`config.mk`:
```
export PLATFORM = sky130hd
export DESIGN_NAME = bilinear_form_accumulator_core
export DESIGN_NICKNAME = d
export VERILOG_FILES = /design/src/rtl/core/bfa_pkg.sv /design/src/rtl/core/bfa_datapath.sv /design/src/rtl/core/bfa_control.sv /design/src/rtl/core/bilinear_form_accumulator_core.sv
export SDC_FILE = /design/constraint.sdc
export NUM_CORES = 2
export LEC_CHECK = 0
export BUFFER_PORTS_ARGS = -buffer_cell sky130_fd_sc_hd__buf_2
export CAP_MARGIN = 20
export CORE_ASPECT_RATIO = 0.7
export CORE_MARGIN = 3
export CORE_UTILIZATION = 45
export CTS_CLUSTER_SIZE = 12
export DETAILED_ROUTE_END_ITERATION = 10
export PLACE_DENSITY = 0.67
export SKIP_LAST_GASP = 1
export SYNTH_ARGS = -nofsm -noshare
export SYNTH_HDL_FRONTEND = slang
export SYNTH_SLANG_ARGS = --single-unit
```
`constraint.sdc`:
```
create_clock -name clk -period 9.75 [get_ports clk]
set_input_delay 2.925 -clock clk [delete_from_list [all_inputs] [get_ports clk]]
set_output_delay 2.925 -clock clk [all_outputs]
set_load 0.01 [all_outputs]
```
`src/rtl/core/bfa_pkg.sv`:
```
`timescale 1ns / 1ps

package bfa_pkg;

  // fixed field widths of the result and configuration ports
  localparam int ROW_IDX_W = 6;
  localparam int ROW_RES_W = 40;
  localparam int ALPHA_W   = 61;
  localparam int CFG_W     = 7;

  // vector length after reset
  localparam logic [CFG_W-1:0] CFG_RESET = 7'd4;

  // commands from the controller to the datapath
  typedef struct packed {
    logic load_write;  // store v and v+w of a load request
    logic capture;     // register a matrix request and read both stores
    logic mul_en;      // load the shared product register
    logic mul_alpha;   // product is v_i * u_i instead of (a+b) * t_k
    logic acc_row;     // add product into the row sum
    logic acc_alpha;   // add product into alpha
    logic clr_row;     // clear the row sum
    logic clr_alpha;   // clear alpha
  } dp_cmd_t;

endpackage

```
`src/rtl/core/bfa_datapath.sv`:
```
`timescale 1ns / 1ps

module bfa_datapath
  import bfa_pkg::*;
#(
  parameter int MAX_LENGTH = 64,
  parameter int DATA_WIDTH = 16,
  parameter int IDX_W      = 6
) (
  input  logic                         clk,
  input  logic                         rst,
  input  dp_cmd_t                      cmd,
  input  logic [IDX_W-1:0]             col_addr,
  input  logic [IDX_W-1:0]             row_addr,
  input  logic signed [DATA_WIDTH-1:0] first_value,
  input  logic signed [DATA_WIDTH-1:0] second_value,
  output logic signed [ROW_RES_W-1:0]  row_result,
  output logic signed [ALPHA_W-1:0]    running_alpha
);

  localparam int SUM_W  = DATA_WIDTH + 1;
  localparam int ACC_W  = 2 * SUM_W + $clog2(MAX_LENGTH);
  localparam int PROD_W = SUM_W + ACC_W;

  logic signed [DATA_WIDTH-1:0] v_mem   [MAX_LENGTH];
  logic signed [SUM_W-1:0]      sum_mem [MAX_LENGTH];

  logic signed [DATA_WIDTH-1:0] a_q;
  logic signed [DATA_WIDTH-1:0] b_q;
  logic signed [SUM_W-1:0]      t_q;
  logic signed [DATA_WIDTH-1:0] vr_q;
  logic signed [SUM_W-1:0]      load_sum;
  logic signed [SUM_W-1:0]      ab_sum;
  logic signed [SUM_W-1:0]      mul_x;
  logic signed [ACC_W-1:0]      mul_y;
  logic signed [PROD_W-1:0]     prod_q;
  logic signed [ACC_W-1:0]      row_acc;
  logic signed [ALPHA_W-1:0]    alpha_acc;

  assign load_sum = SUM_W'(first_value) + SUM_W'(second_value);
  assign ab_sum   = SUM_W'(a_q) + SUM_W'(b_q);

  // vector stores, written in the load phase
  always_ff @(posedge clk) begin
    if (cmd.load_write) begin
      v_mem[col_addr]   <= first_value;
      sum_mem[col_addr] <= load_sum;
    end
  end

  // matrix request capture with registered store reads
  always_ff @(posedge clk) begin
    if (cmd.capture) begin
      a_q  <= first_value;
      b_q  <= second_value;
      t_q  <= sum_mem[col_addr];
      vr_q <= v_mem[row_addr];
    end
  end

  // shared multiplier operand select
  assign mul_x = cmd.mul_alpha ? SUM_W'(vr_q) : ab_sum;
  assign mul_y = cmd.mul_alpha ? row_acc : ACC_W'(t_q);

  // shared multiplier, registered product
  always_ff @(posedge clk) begin
    if (cmd.mul_en) begin
      prod_q <= mul_x * mul_y;
    end
  end

  // row sum and alpha accumulators
  always_ff @(posedge clk) begin
    if (rst || cmd.clr_row) begin
      row_acc <= '0;
    end else if (cmd.acc_row) begin
      row_acc <= row_acc + ACC_W'(prod_q);
    end
    if (rst || cmd.clr_alpha) begin
      alpha_acc <= '0;
    end else if (cmd.acc_alpha) begin
      alpha_acc <= alpha_acc + ALPHA_W'(prod_q);
    end
  end

  assign row_result    = ROW_RES_W'(row_acc);
  assign running_alpha = alpha_acc;

endmodule

```
`src/rtl/core/bfa_control.sv`:
```
`timescale 1ns / 1ps

module bfa_control
  import bfa_pkg::*;
#(
  parameter int MAX_LENGTH = 64,
  parameter int IDX_W      = 6
) (
  input  logic                 clk,
  input  logic                 rst,
  input  logic                 start,
  input  logic                 config_we,
  input  logic [CFG_W-1:0]     config_data,
  output logic                 busy,
  output logic                 done,
  output logic                 last,
  output logic [ROW_IDX_W-1:0] row_index,
  output logic [IDX_W-1:0]     col_addr,
  output logic [IDX_W-1:0]     row_addr,
  output dp_cmd_t              cmd
);

  localparam logic [2:0] S_IDLE = 3'd0;
  localparam logic [2:0] S_MUL  = 3'd1;
  localparam logic [2:0] S_ACC  = 3'd2;
  localparam logic [2:0] S_AMUL = 3'd3;
  localparam logic [2:0] S_AACC = 3'd4;
  localparam logic [2:0] S_EMIT = 3'd5;

  logic [2:0]       state;
  logic [2:0]       state_next;
  logic [CFG_W-1:0] vlen;
  logic             load_phase;
  logic [IDX_W-1:0] col;
  logic [IDX_W-1:0] row;
  logic [IDX_W-1:0] emit_row;
  logic             row_end_q;
  logic             last_q;
  logic [IDX_W-1:0] last_idx;
  logic             accept;
  logic             col_end;
  logic             row_last;

  // last valid index from the configured length, clamped to 1..MAX_LENGTH
  always_comb begin
    if (vlen == '0) begin
      last_idx = '0;
    end else if (32'(vlen) > MAX_LENGTH) begin
      last_idx = IDX_W'(MAX_LENGTH - 1);
    end else begin
      last_idx = IDX_W'(32'(vlen) - 1);
    end
  end

  assign col_end  = (col == last_idx);
  assign row_last = (row == last_idx);

  // ready again while the row sum of a mid-row request is being added, never in reset
  assign busy   = rst || !((state == S_IDLE) || ((state == S_ACC) && !row_end_q));
  assign accept = start && !busy;

  // datapath commands
  always_comb begin
    cmd            = '0;
    cmd.load_write = accept && load_phase;
    cmd.capture    = accept && !load_phase;
    cmd.mul_en     = (state == S_MUL) || (state == S_AMUL);
    cmd.mul_alpha  = (state == S_AMUL);
    cmd.acc_row    = (state == S_ACC);
    cmd.acc_alpha  = (state == S_AACC);
    cmd.clr_row    = config_we || (state == S_EMIT);
    cmd.clr_alpha  = config_we || ((state == S_EMIT) && last_q);
  end

  assign col_addr = col;
  assign row_addr = row;

  // next state
  always_comb begin
    state_next = state;
    unique case (state)
      S_IDLE: begin
        if (accept && !load_phase) begin
          state_next = S_MUL;
        end
      end
      S_MUL: begin
        state_next = S_ACC;
      end
      S_ACC: begin
        if (row_end_q) begin
          state_next = S_AMUL;
        end else if (accept) begin
          state_next = S_MUL;
        end else begin
          state_next = S_IDLE;
        end
      end
      S_AMUL: begin
        state_next = S_AACC;
      end
      S_AACC: begin
        state_next = S_EMIT;
      end
      S_EMIT: begin
        state_next = S_IDLE;
      end
      default: begin
        state_next = S_IDLE;
      end
    endcase
  end

  always_ff @(posedge clk) begin
    if (rst) begin
      state <= S_IDLE;
    end else begin
      state <= state_next;
    end
  end

  // length register, phase and element counters
  always_ff @(posedge clk) begin
    if (rst) begin
      vlen       <= CFG_RESET;
      load_phase <= 1'b1;
      col        <= '0;
      row        <= '0;
      emit_row   <= '0;
      row_end_q  <= 1'b0;
      last_q     <= 1'b0;
    end else if (config_we) begin
      vlen       <= config_data;
      load_phase <= 1'b1;
      col        <= '0;
      row        <= '0;
    end else if (accept) begin
      if (load_phase) begin
        if (col_end) begin
          load_phase <= 1'b0;
          col        <= '0;
          row        <= '0;
        end else begin
          col <= col + 1'b1;
        end
      end else begin
        row_end_q <= col_end;
        last_q    <= row_last;
        emit_row  <= row;
        if (col_end) begin
          col <= '0;
          if (row_last) begin
            row        <= '0;
            load_phase <= 1'b1;
          end else begin
            row <= row + 1'b1;
          end
        end else begin
          col <= col + 1'b1;
        end
      end
    end
  end

  assign done      = (state == S_EMIT);
  assign last      = last_q;
  assign row_index = ROW_IDX_W'(emit_row);

`ifndef SYNTHESIS
  a_done_single: assert property (@(posedge clk) disable iff (rst) done |=> !done)
    else $error("result strobe longer than one cycle");
  a_done_busy: assert property (@(posedge clk) disable iff (rst) done |-> busy)
    else $error("request accepted while a result is shown");
  a_last_reload: assert property (@(posedge clk) disable iff (rst) (done && last) |-> load_phase)
    else $error("final row without return to the load phase");
  a_capture_mul: assert property (@(posedge clk) disable iff (rst) cmd.capture |=> (state == S_MUL))
    else $error("matrix request not followed by a multiply");
  a_col_range: assert property (@(posedge clk) disable iff (rst) col <= last_idx)
    else $error("column counter beyond vector length");
`endif

endmodule

```
`src/rtl/core/bilinear_form_accumulator_core.sv`:
```
`timescale 1ns / 1ps
// load request (v_i, w_i): busy stays low, no result
// matrix request mid-row: through the shared multiply then row-sum add, next one taken during the add
// row-end request: multiply, row-sum add, alpha multiply and alpha add states, then the result strobe (done),
//   busy throughout while the same multiplier forms v_i * u_i for alpha
// the receiver cannot stall; each result is shown for one cycle only
// synchronous reset rst: length 4, load phase, counters and accumulators cleared

module bilinear_form_accumulator_core
  import bfa_pkg::*;
#(
  parameter int MAX_LENGTH = 64,
  parameter int DATA_WIDTH = 16
) (
  input  logic                         clk,
  input  logic                         rst,
  input  logic                         start,
  output logic                         busy,
  input  logic signed [DATA_WIDTH-1:0] first_value,
  input  logic signed [DATA_WIDTH-1:0] second_value,
  input  logic                         config_we,
  input  logic [CFG_W-1:0]             config_data,
  output logic                         done,
  output logic [ROW_IDX_W-1:0]         row_index,
  output logic signed [ROW_RES_W-1:0]  row_result,
  output logic signed [ALPHA_W-1:0]    running_alpha,
  output logic                         last
);

  localparam int IDX_W = (MAX_LENGTH > 1) ? $clog2(MAX_LENGTH) : 1;

  dp_cmd_t          cmd;
  logic [IDX_W-1:0] col_addr;
  logic [IDX_W-1:0] row_addr;

  // sequencing and counters
  bfa_control #(
    .MAX_LENGTH (MAX_LENGTH),
    .IDX_W      (IDX_W)
  ) u_control (
    .clk         (clk),
    .rst         (rst),
    .start       (start),
    .config_we   (config_we),
    .config_data (config_data),
    .busy        (busy),
    .done        (done),
    .last        (last),
    .row_index   (row_index),
    .col_addr    (col_addr),
    .row_addr    (row_addr),
    .cmd         (cmd)
  );

  // stores, shared multiplier and accumulators
  bfa_datapath #(
    .MAX_LENGTH (MAX_LENGTH),
    .DATA_WIDTH (DATA_WIDTH),
    .IDX_W      (IDX_W)
  ) u_datapath (
    .clk           (clk),
    .rst           (rst),
    .cmd           (cmd),
    .col_addr      (col_addr),
    .row_addr      (row_addr),
    .first_value   (first_value),
    .second_value  (second_value),
    .row_result    (row_result),
    .running_alpha (running_alpha)
  );

endmodule

```
==> Yosys cells after proc, flatten, opt, wreduce, memory -nomap -nowiden <==
Memories as Yosys holds them, arrays and structs flattened. A register that Yosys moved wholly into a read port is not among the register bits.
Cells that the tools add are included.
{ "op_classes": {"n_addsub": 7, "n_mul": 1, "order_cmp": 1, "eq_ne": 8, "mux": 19, "bitwise_logic": 2, "reduce_logical": 21} }
{ "ops": {"columns": ["operator", "n"], "rows": [
  ["$add A61 B57 Y61", 1],
  ["$mul A17 B40 Y57", 1],
  ["$mux W6", 7],
  ["$add A40 B40 Y40", 1],
  ["$mux W40", 1],
  ["$add A16 B16 Y17", 2],
  ["$mux W17", 1],
  ["$pmux W3 S5", 1],
  ["$add A6 B1 Y6 const B", 2],
  ["$eq A6 B6 Y1", 2],
  ["$gt A7 B7 Y1 const B", 1],
  ["$logic_not A7 Y1", 1],
  ["$logic_or A1 B1 Y1", 7],
  ["$mux W1", 7],
  ["$eq A3 B2 Y1 const B", 2],
  ["$eq A3 B3 Y1 const B", 2],
  ["$mux W3", 2],
  ["$sub A6 B1 Y6 const B", 1],
  ["$logic_and A1 B1 Y1", 5],
  ["$logic_not A1 Y1", 4],
  ["$eq A3 B1 Y1 const B", 1],
  ["$logic_not A3 Y1", 1],
  ["$reduce_and A3 Y1", 1],
  ["$ne A2 B2 Y1 const B", 1],
  ["other kinds (3)", 4]
]} }
{ "totals": {"ff_bits": 221, "mem_bits_rw": 2112, "in_bits": 43, "output_inout_bits": 110, "word_cells": 74, "mem_count": 2} }
{ "mem_list": {"columns": ["memory", "words", "word_bits", "rd", "rd_ports_with_merged_regs", "write_ports", "line", "text"], "rows": [
  ["u_datapath.sum_mem", 64, 17, 1, 1, 1, "bfa_datapath.sv:26", "logic signed [SUM_W-1:0] sum_mem [MAX_LENGTH];"],
  ["u_datapath.v_mem", 64, 16, 1, 1, 1, "bfa_datapath.sv:25", "logic signed [DATA_WIDTH-1:0] v_mem [MAX_LENGTH];"]
]} }

==> Depth between registers and ports, before layout <==
{ "depth": {"ltp_word": 10, "depth_mapped": 39, "depth_no_buf": 36} }

==> Cells and area by module <==
Synthesis repeated with hierarchy kept, for this count alone.
{ "hier_totals": {"cells_unflattened": 8028, "area_unflattened_um2": 117242.4} }
{ "by_module_without_submodules": {"columns": ["module", "instances", "cells_per_inst", "area_per_inst_um2"], "rows": [
  ["bfa_datapath", 1, 7768, 115203.0],
  ["bfa_control", 1, 260, 2039.5]
]} }

==> Worst setup path after synthesis <==
OpenSTA, ideal clock, no wires.
{ "synth_timing": {"path_type": "reg-to-reg", "startpoint": "register u_control.state[0]", "endpoint": "register u_datapath.prod_q[55], data pin", "setup_time_ns": 0.258, "t_arrival_ns": 10.477, "required_time_ns": 9.492, "path_slack_ns": -0.985, "stages_incl_launch_ff": 32, "path_buffers": 5, "synth_period_minus_slack_ns": 10.735, "cell_sequence": "dfxtp_1 > clkbuf_1 > nor2b_1 > and2_1 > clkbuf_1 > buf_1 > clkbuf_1 > nand2_1 > nand2_1 > clkbuf_1 > nand2_1 > fa_1 > inv_1 > fa_1 > inv_1 > fa_1 > fa_1 > inv_1 > fa_1 > fa_1 > ha_1 > a21o_1 > a21o_1 > a221o_1 > o21ai_0 > a21oi_1 > nor2_1 > o21ai_1 > a2111oi_0 > o31ai_1 > a21oi_1 > xnor2_1"} }
{ "synth_between": {"elab_chain_cells": 3, "elab_cells_between_ends": 4, "cone_classes": "mul: 1; eq/ne: 1; mux: 2"} }
{ "synth_lines": {"columns": ["element", "line", "text"], "rows": [
  ["start: declaration", "bfa_control.sv:30", "logic [2:0] state;"],
  ["start signal: assignment", "bfa_control.sv:118", "state <= state_next;"],
  ["$eq A3 B2 Y1 (*)", "bfa_control.sv:68", "cmd.mul_alpha = (state == S_AMUL);"],
  ["$mux W17 or $mux W40 (tied branches)", "bfa_datapath.sv:62, bfa_datapath.sv:63", null],
  ["$mul A17 B40 Y57 (*)", "bfa_datapath.sv:68", "prod_q <= mul_x * mul_y;"],
  ["end signal: assignment", "bfa_datapath.sv:68", null],
  ["end: declaration", "bfa_datapath.sv:36", "logic signed [PROD_W-1:0] prod_q;"]
]} }
Mark *: on every way between the ends. The rest lies on a longest branch, timed or not.
A chain may end at the register's enable or synchronous reset.

==> Worst setup path after layout <==
{ "layout_timing": {"startpoint": "register u_datapath.b_q[1]", "endpoint": "register u_datapath.prod_q[55], data pin"} }
{ "layout_between": {"elab_chain_cells": 3} }
{ "layout_lines": {"columns": ["element", "line", "text"], "rows": [
  ["start: declaration", "bfa_datapath.sv:29", "logic signed [DATA_WIDTH-1:0] b_q;"],
  ["start signal: assignment", "bfa_datapath.sv:55", "b_q <= second_value;"],
  ["$add A16 B16 Y17", "bfa_datapath.sv:41", "assign ab_sum = SUM_W'(a_q) + SUM_W'(b_q);"],
  ["$mux W17", "bfa_datapath.sv:62", "assign mul_x = cmd.mul_alpha ? SUM_W'(vr_q) : ab_sum;"],
  ["$mul A17 B40 Y57", "bfa_datapath.sv:68", null]
]} }
No other way between the ends.

==> run summary <==
Tmin final: 9.39 ns
cell with the most instances after synthesis: edfxtp_1
input/output buffers: 152
slew margin rel.: 0.192
post-synthesis mux area share: 0.0681
Synth top area share: 0.576
cell repeated most along the worst path: fa_1
post-route ant nets: 0
Post-Syn Area: 116000 sq um
worst path required time: 10.36 ns
endpoints failing hold: 0
first-pass GRT wire length: 509000 um
core area: 256000 sq um
grt met2 use: 0.361
met3 track demand over resource: 0.0939
Clock Sink Count: 2366
initial core utilization: 0.455
Area contributors post-synth: edfxtp_1 58%, fa_1 11%, mux4_2 6.5%, ha_1 2.9%, a22oi_1 2.7%
CP max-delay cell: fa_1
crit share post-route: 0.963
M1 GR Usage: 0.403
cts bufs inserted: 231
r2r startpoint: u_datapath.b_q[1]
CP Max Fanout: 15
worst skew pair latency: 0.92 ns
die extent in x: 614 um
Seq cells post-synth: 2366
vias in the first global route: 70698
overall die height: 432 um
worst-margin pin slew: 1.21 ns
number of synthesized flops with an enable pin: 2234
worst slack, placed: 0.223 ns
CTS clk-pin slew, worst paths: 0.06 ns
Synth async-reset ratio: 0
GRT Resource Usage Total: 0.267
type of the worst setup path: reg -> reg
hold slack final: 0.474 ns
Util after Layout: 0.505
Startpoint Class: register
Worst setup EP type: register
Max Clock Skew: 0.119 ns
most frequent cells after synthesis: 2234 x edfxtp_1, 778 x inv_1, 683 x nand2_1, 645 x fa_1, 500 x nor2_1
Wirelength per Cell: 30.4 um
xor/xnor cell area share of the yosys netlist: 0.0135
Worst Setup Slack, final: 0.363 ns
syn nets: 8924
Slew Limit Fails: 0
Layout Nets: 9144
clk buf depth: 4
Worst path max stage delay: 0.56 ns
arrival time at the worst endpoint: 10.00 ns
YS warnings: 0
PwrDens: 157 nW/um^2
clk root buf: clkbuf_16
status: finished, final reports clean
Synth Flop Type: edfxtp_1
via count: 72449
synth unique cells: 87
GRT overflow: 0
Yosys top cell by area: edfxtp_1
Residual DRC: 0
Adder-Cell Fraction of Synth Area: 0.140
drt initial violations: 10958
worst hold path type: reg -> reg
Setup TNS: 0 ns
Fillers: 21038
worst hold start: u_datapath.running_alpha[0]
grt peak-use layer: met1
largest net degree at the start of global routing: 146
DRT Wirelength: 357000 um
dpl hpwl: 232000 um
main combinational cell family by area after synthesis: adder cells
VDD IR max: 0.000171 V
Syn Inst Count: 7970
Pre-Repair DR Iteration Count: 6
Compound-Gate Fraction of Synth Area: 0.0841
total of max-cap violations: 0
Peak Freq: 107 MHz
Top-Level Pins: 153
layout cell share with drive strength beyond 1: 0.139
CTS tree: built
mean area per synthesized cell: 14.6 sq um
GP Congestion: 0.964
Worst setup startpoint: u_datapath.b_q[1]
DIE AREA: 265000 sq um
row count: 155
htree depth: 4
P_leak: 46.2 nW
initial antenna violation count: 24
unrepaired setup endpoints after global routing: no
Simple-Gate Fraction of Synth Area: 0.0571
Layout area overhead: 11.1%
Seq/Total Area, Yosys: 0.599
post-DR vias/cell: 6.17
# setup viols final: 0
-- logic make-up (layout without fill, tap and decap cells) --
family                     after synthesis  after routing
adders and majority gates              913            913
buffers and inverters                 1200           1504
xor gates and xnor gates               179            179
AOI/OAI and AO/OA                     1399           1399
other                                    0             11
muxes                                  372            372
DFF                                   2366           2366
and+or+nand+nor                       1541           1541
-- sequential cells by signal, summed over array words and instances, names as in the netlist, 6 cells and up --
| register | cells |
|---|---|
| u_control.col_addr | 6 |
| u_control.row_addr | 6 |
| u_control.row_index | 6 |
| u_control.vlen | 7 |
| u_datapath.a_q | 16 |
| u_datapath.b_q | 16 |
| u_datapath.prod_q | 57 |
| u_datapath.row_result | 40 |
| u_datapath.running_alpha | 61 |
| u_datapath.sum_mem | 1088 |
| u_datapath.t_q | 17 |
| u_datapath.v_mem | 1024 |
| u_datapath.vr_q | 16 |
-- critical path: cells and delay by family (launching register included) --
| kind | cells | cell delay [ns] |
|---|---|---|
| AOI/OAI and AO/OA | 11 | 2.63 |
| muxes | 1 | 0.50 |
| buffers and inverters | 4 | 0.72 |
| xor gates and xnor gates | 2 | 0.21 |
| adders and majority gates | 8 | 3.65 |
| DFF | 1 | 0.40 |
| and+or+nand+nor | 7 | 0.97 |
-- power breakdown --
group          total [W]  internal (W)  switching, W
logic            0.00103      0.000284      0.000745
registers         0.0114        0.0113    0.00000675
clock network    0.00794       0.00434       0.00360
total             0.0203        0.0160       0.00435
-- placed cells by master (no fill, tap or decap), types with 30 or more instances in the layout --
master / Yosys / final
nor2_4: 0 / 73
fa_1: 645 / 645
nand3_1: 53 / 53
nand2b_1: 40 / 38
xor2_1: 55 / 54
xnor2_1: 124 / 116
buf_4: 0 / 231
ha_1: 266 / 266
o21ai_0: 106 / 106
o21a_1: 30 / 30
clkbuf_16: 0 / 232
a41oi_1: 55 / 55
a22oi_1: 415 / 415
nand2_1: 683 / 678
nor3_1: 33 / 30
mux2i_1: 36 / 33
and2_1: 38 / 36
a31oi_1: 86 / 85
dfxtp_1: 132 / 127
buf_2: 5 / 153
a22o_1: 75 / 75
a221oi_1: 69 / 69
nor2_1: 500 / 423
a21o_1: 129 / 129
clkbuf_1: 348 / 60
nor4_1: 33 / 30
nand4_1: 48 / 48
edfxtp_1: 2234 / 2234
inv_1: 778 / 778
a21oi_1: 273 / 270
mux4_2: 336 / 336
-- cell type report --
class | instances | area (sq um) | share of cell area
repair buffers | 408 | 3000 | 0.0232
clock buffers | 294 | 6060 | 0.0468
diodes | 11 | 27.5 | 0.000213
multi-input cells | 4404 | 43000 | 0.333
clock inverters | 23 | 215 | 0.00166
flip-flops and latches | 2366 | 69700 | 0.539
well taps | 3454 | 4320 | 0.0334
inverters | 779 | 2920 | 0.0226
-- path summary, 6_finish.rpt --
kind	cells past startpoint	slack, ns	end
max	33	0.36	u_datapath.prod_q[55]
min	2	0.47	u_datapath.running_alpha[0]
max reg2reg	33	0.36	u_datapath.prod_q[55]
min reg2reg	2	0.47	u_datapath.running_alpha[0]
-- what timing repair did --
| action | 4_1_cts | 5_1_grt |
|---|---|---|
| endpoints found under the setup margin | 0 | 3 |
| hold buffers | 0 | 0 |
| buffers inserted | 0 | 0 |
| resized for setup | 0 | 7 |
-- metrics by stage --
stage	instances	area, sq um	power (W)
5_1_grt	11732	129000	0.0209
3_5_place_dp	11404	123000	0.0126
2_1_floorplan	7970	116000	0.0121
3_3_place_gp	11398	123000	0.0125
4_1_cts	11721	129000	0.0204
6_report	11739	129000	0.0203
-- per-layer routing --
layer | share of wire | routed length [um] | vias to the layer above
met5 | 0.00010 | 37 | -
met4 | 0.033 | 11600 | 6
met3 | 0.15 | 53600 | 598
met2 | 0.41 | 145000 | 5005
met1 | 0.41 | 147000 | 37098
li1 | - | - | 29742
No activity file was read; power rests on OpenSTA's default activity.
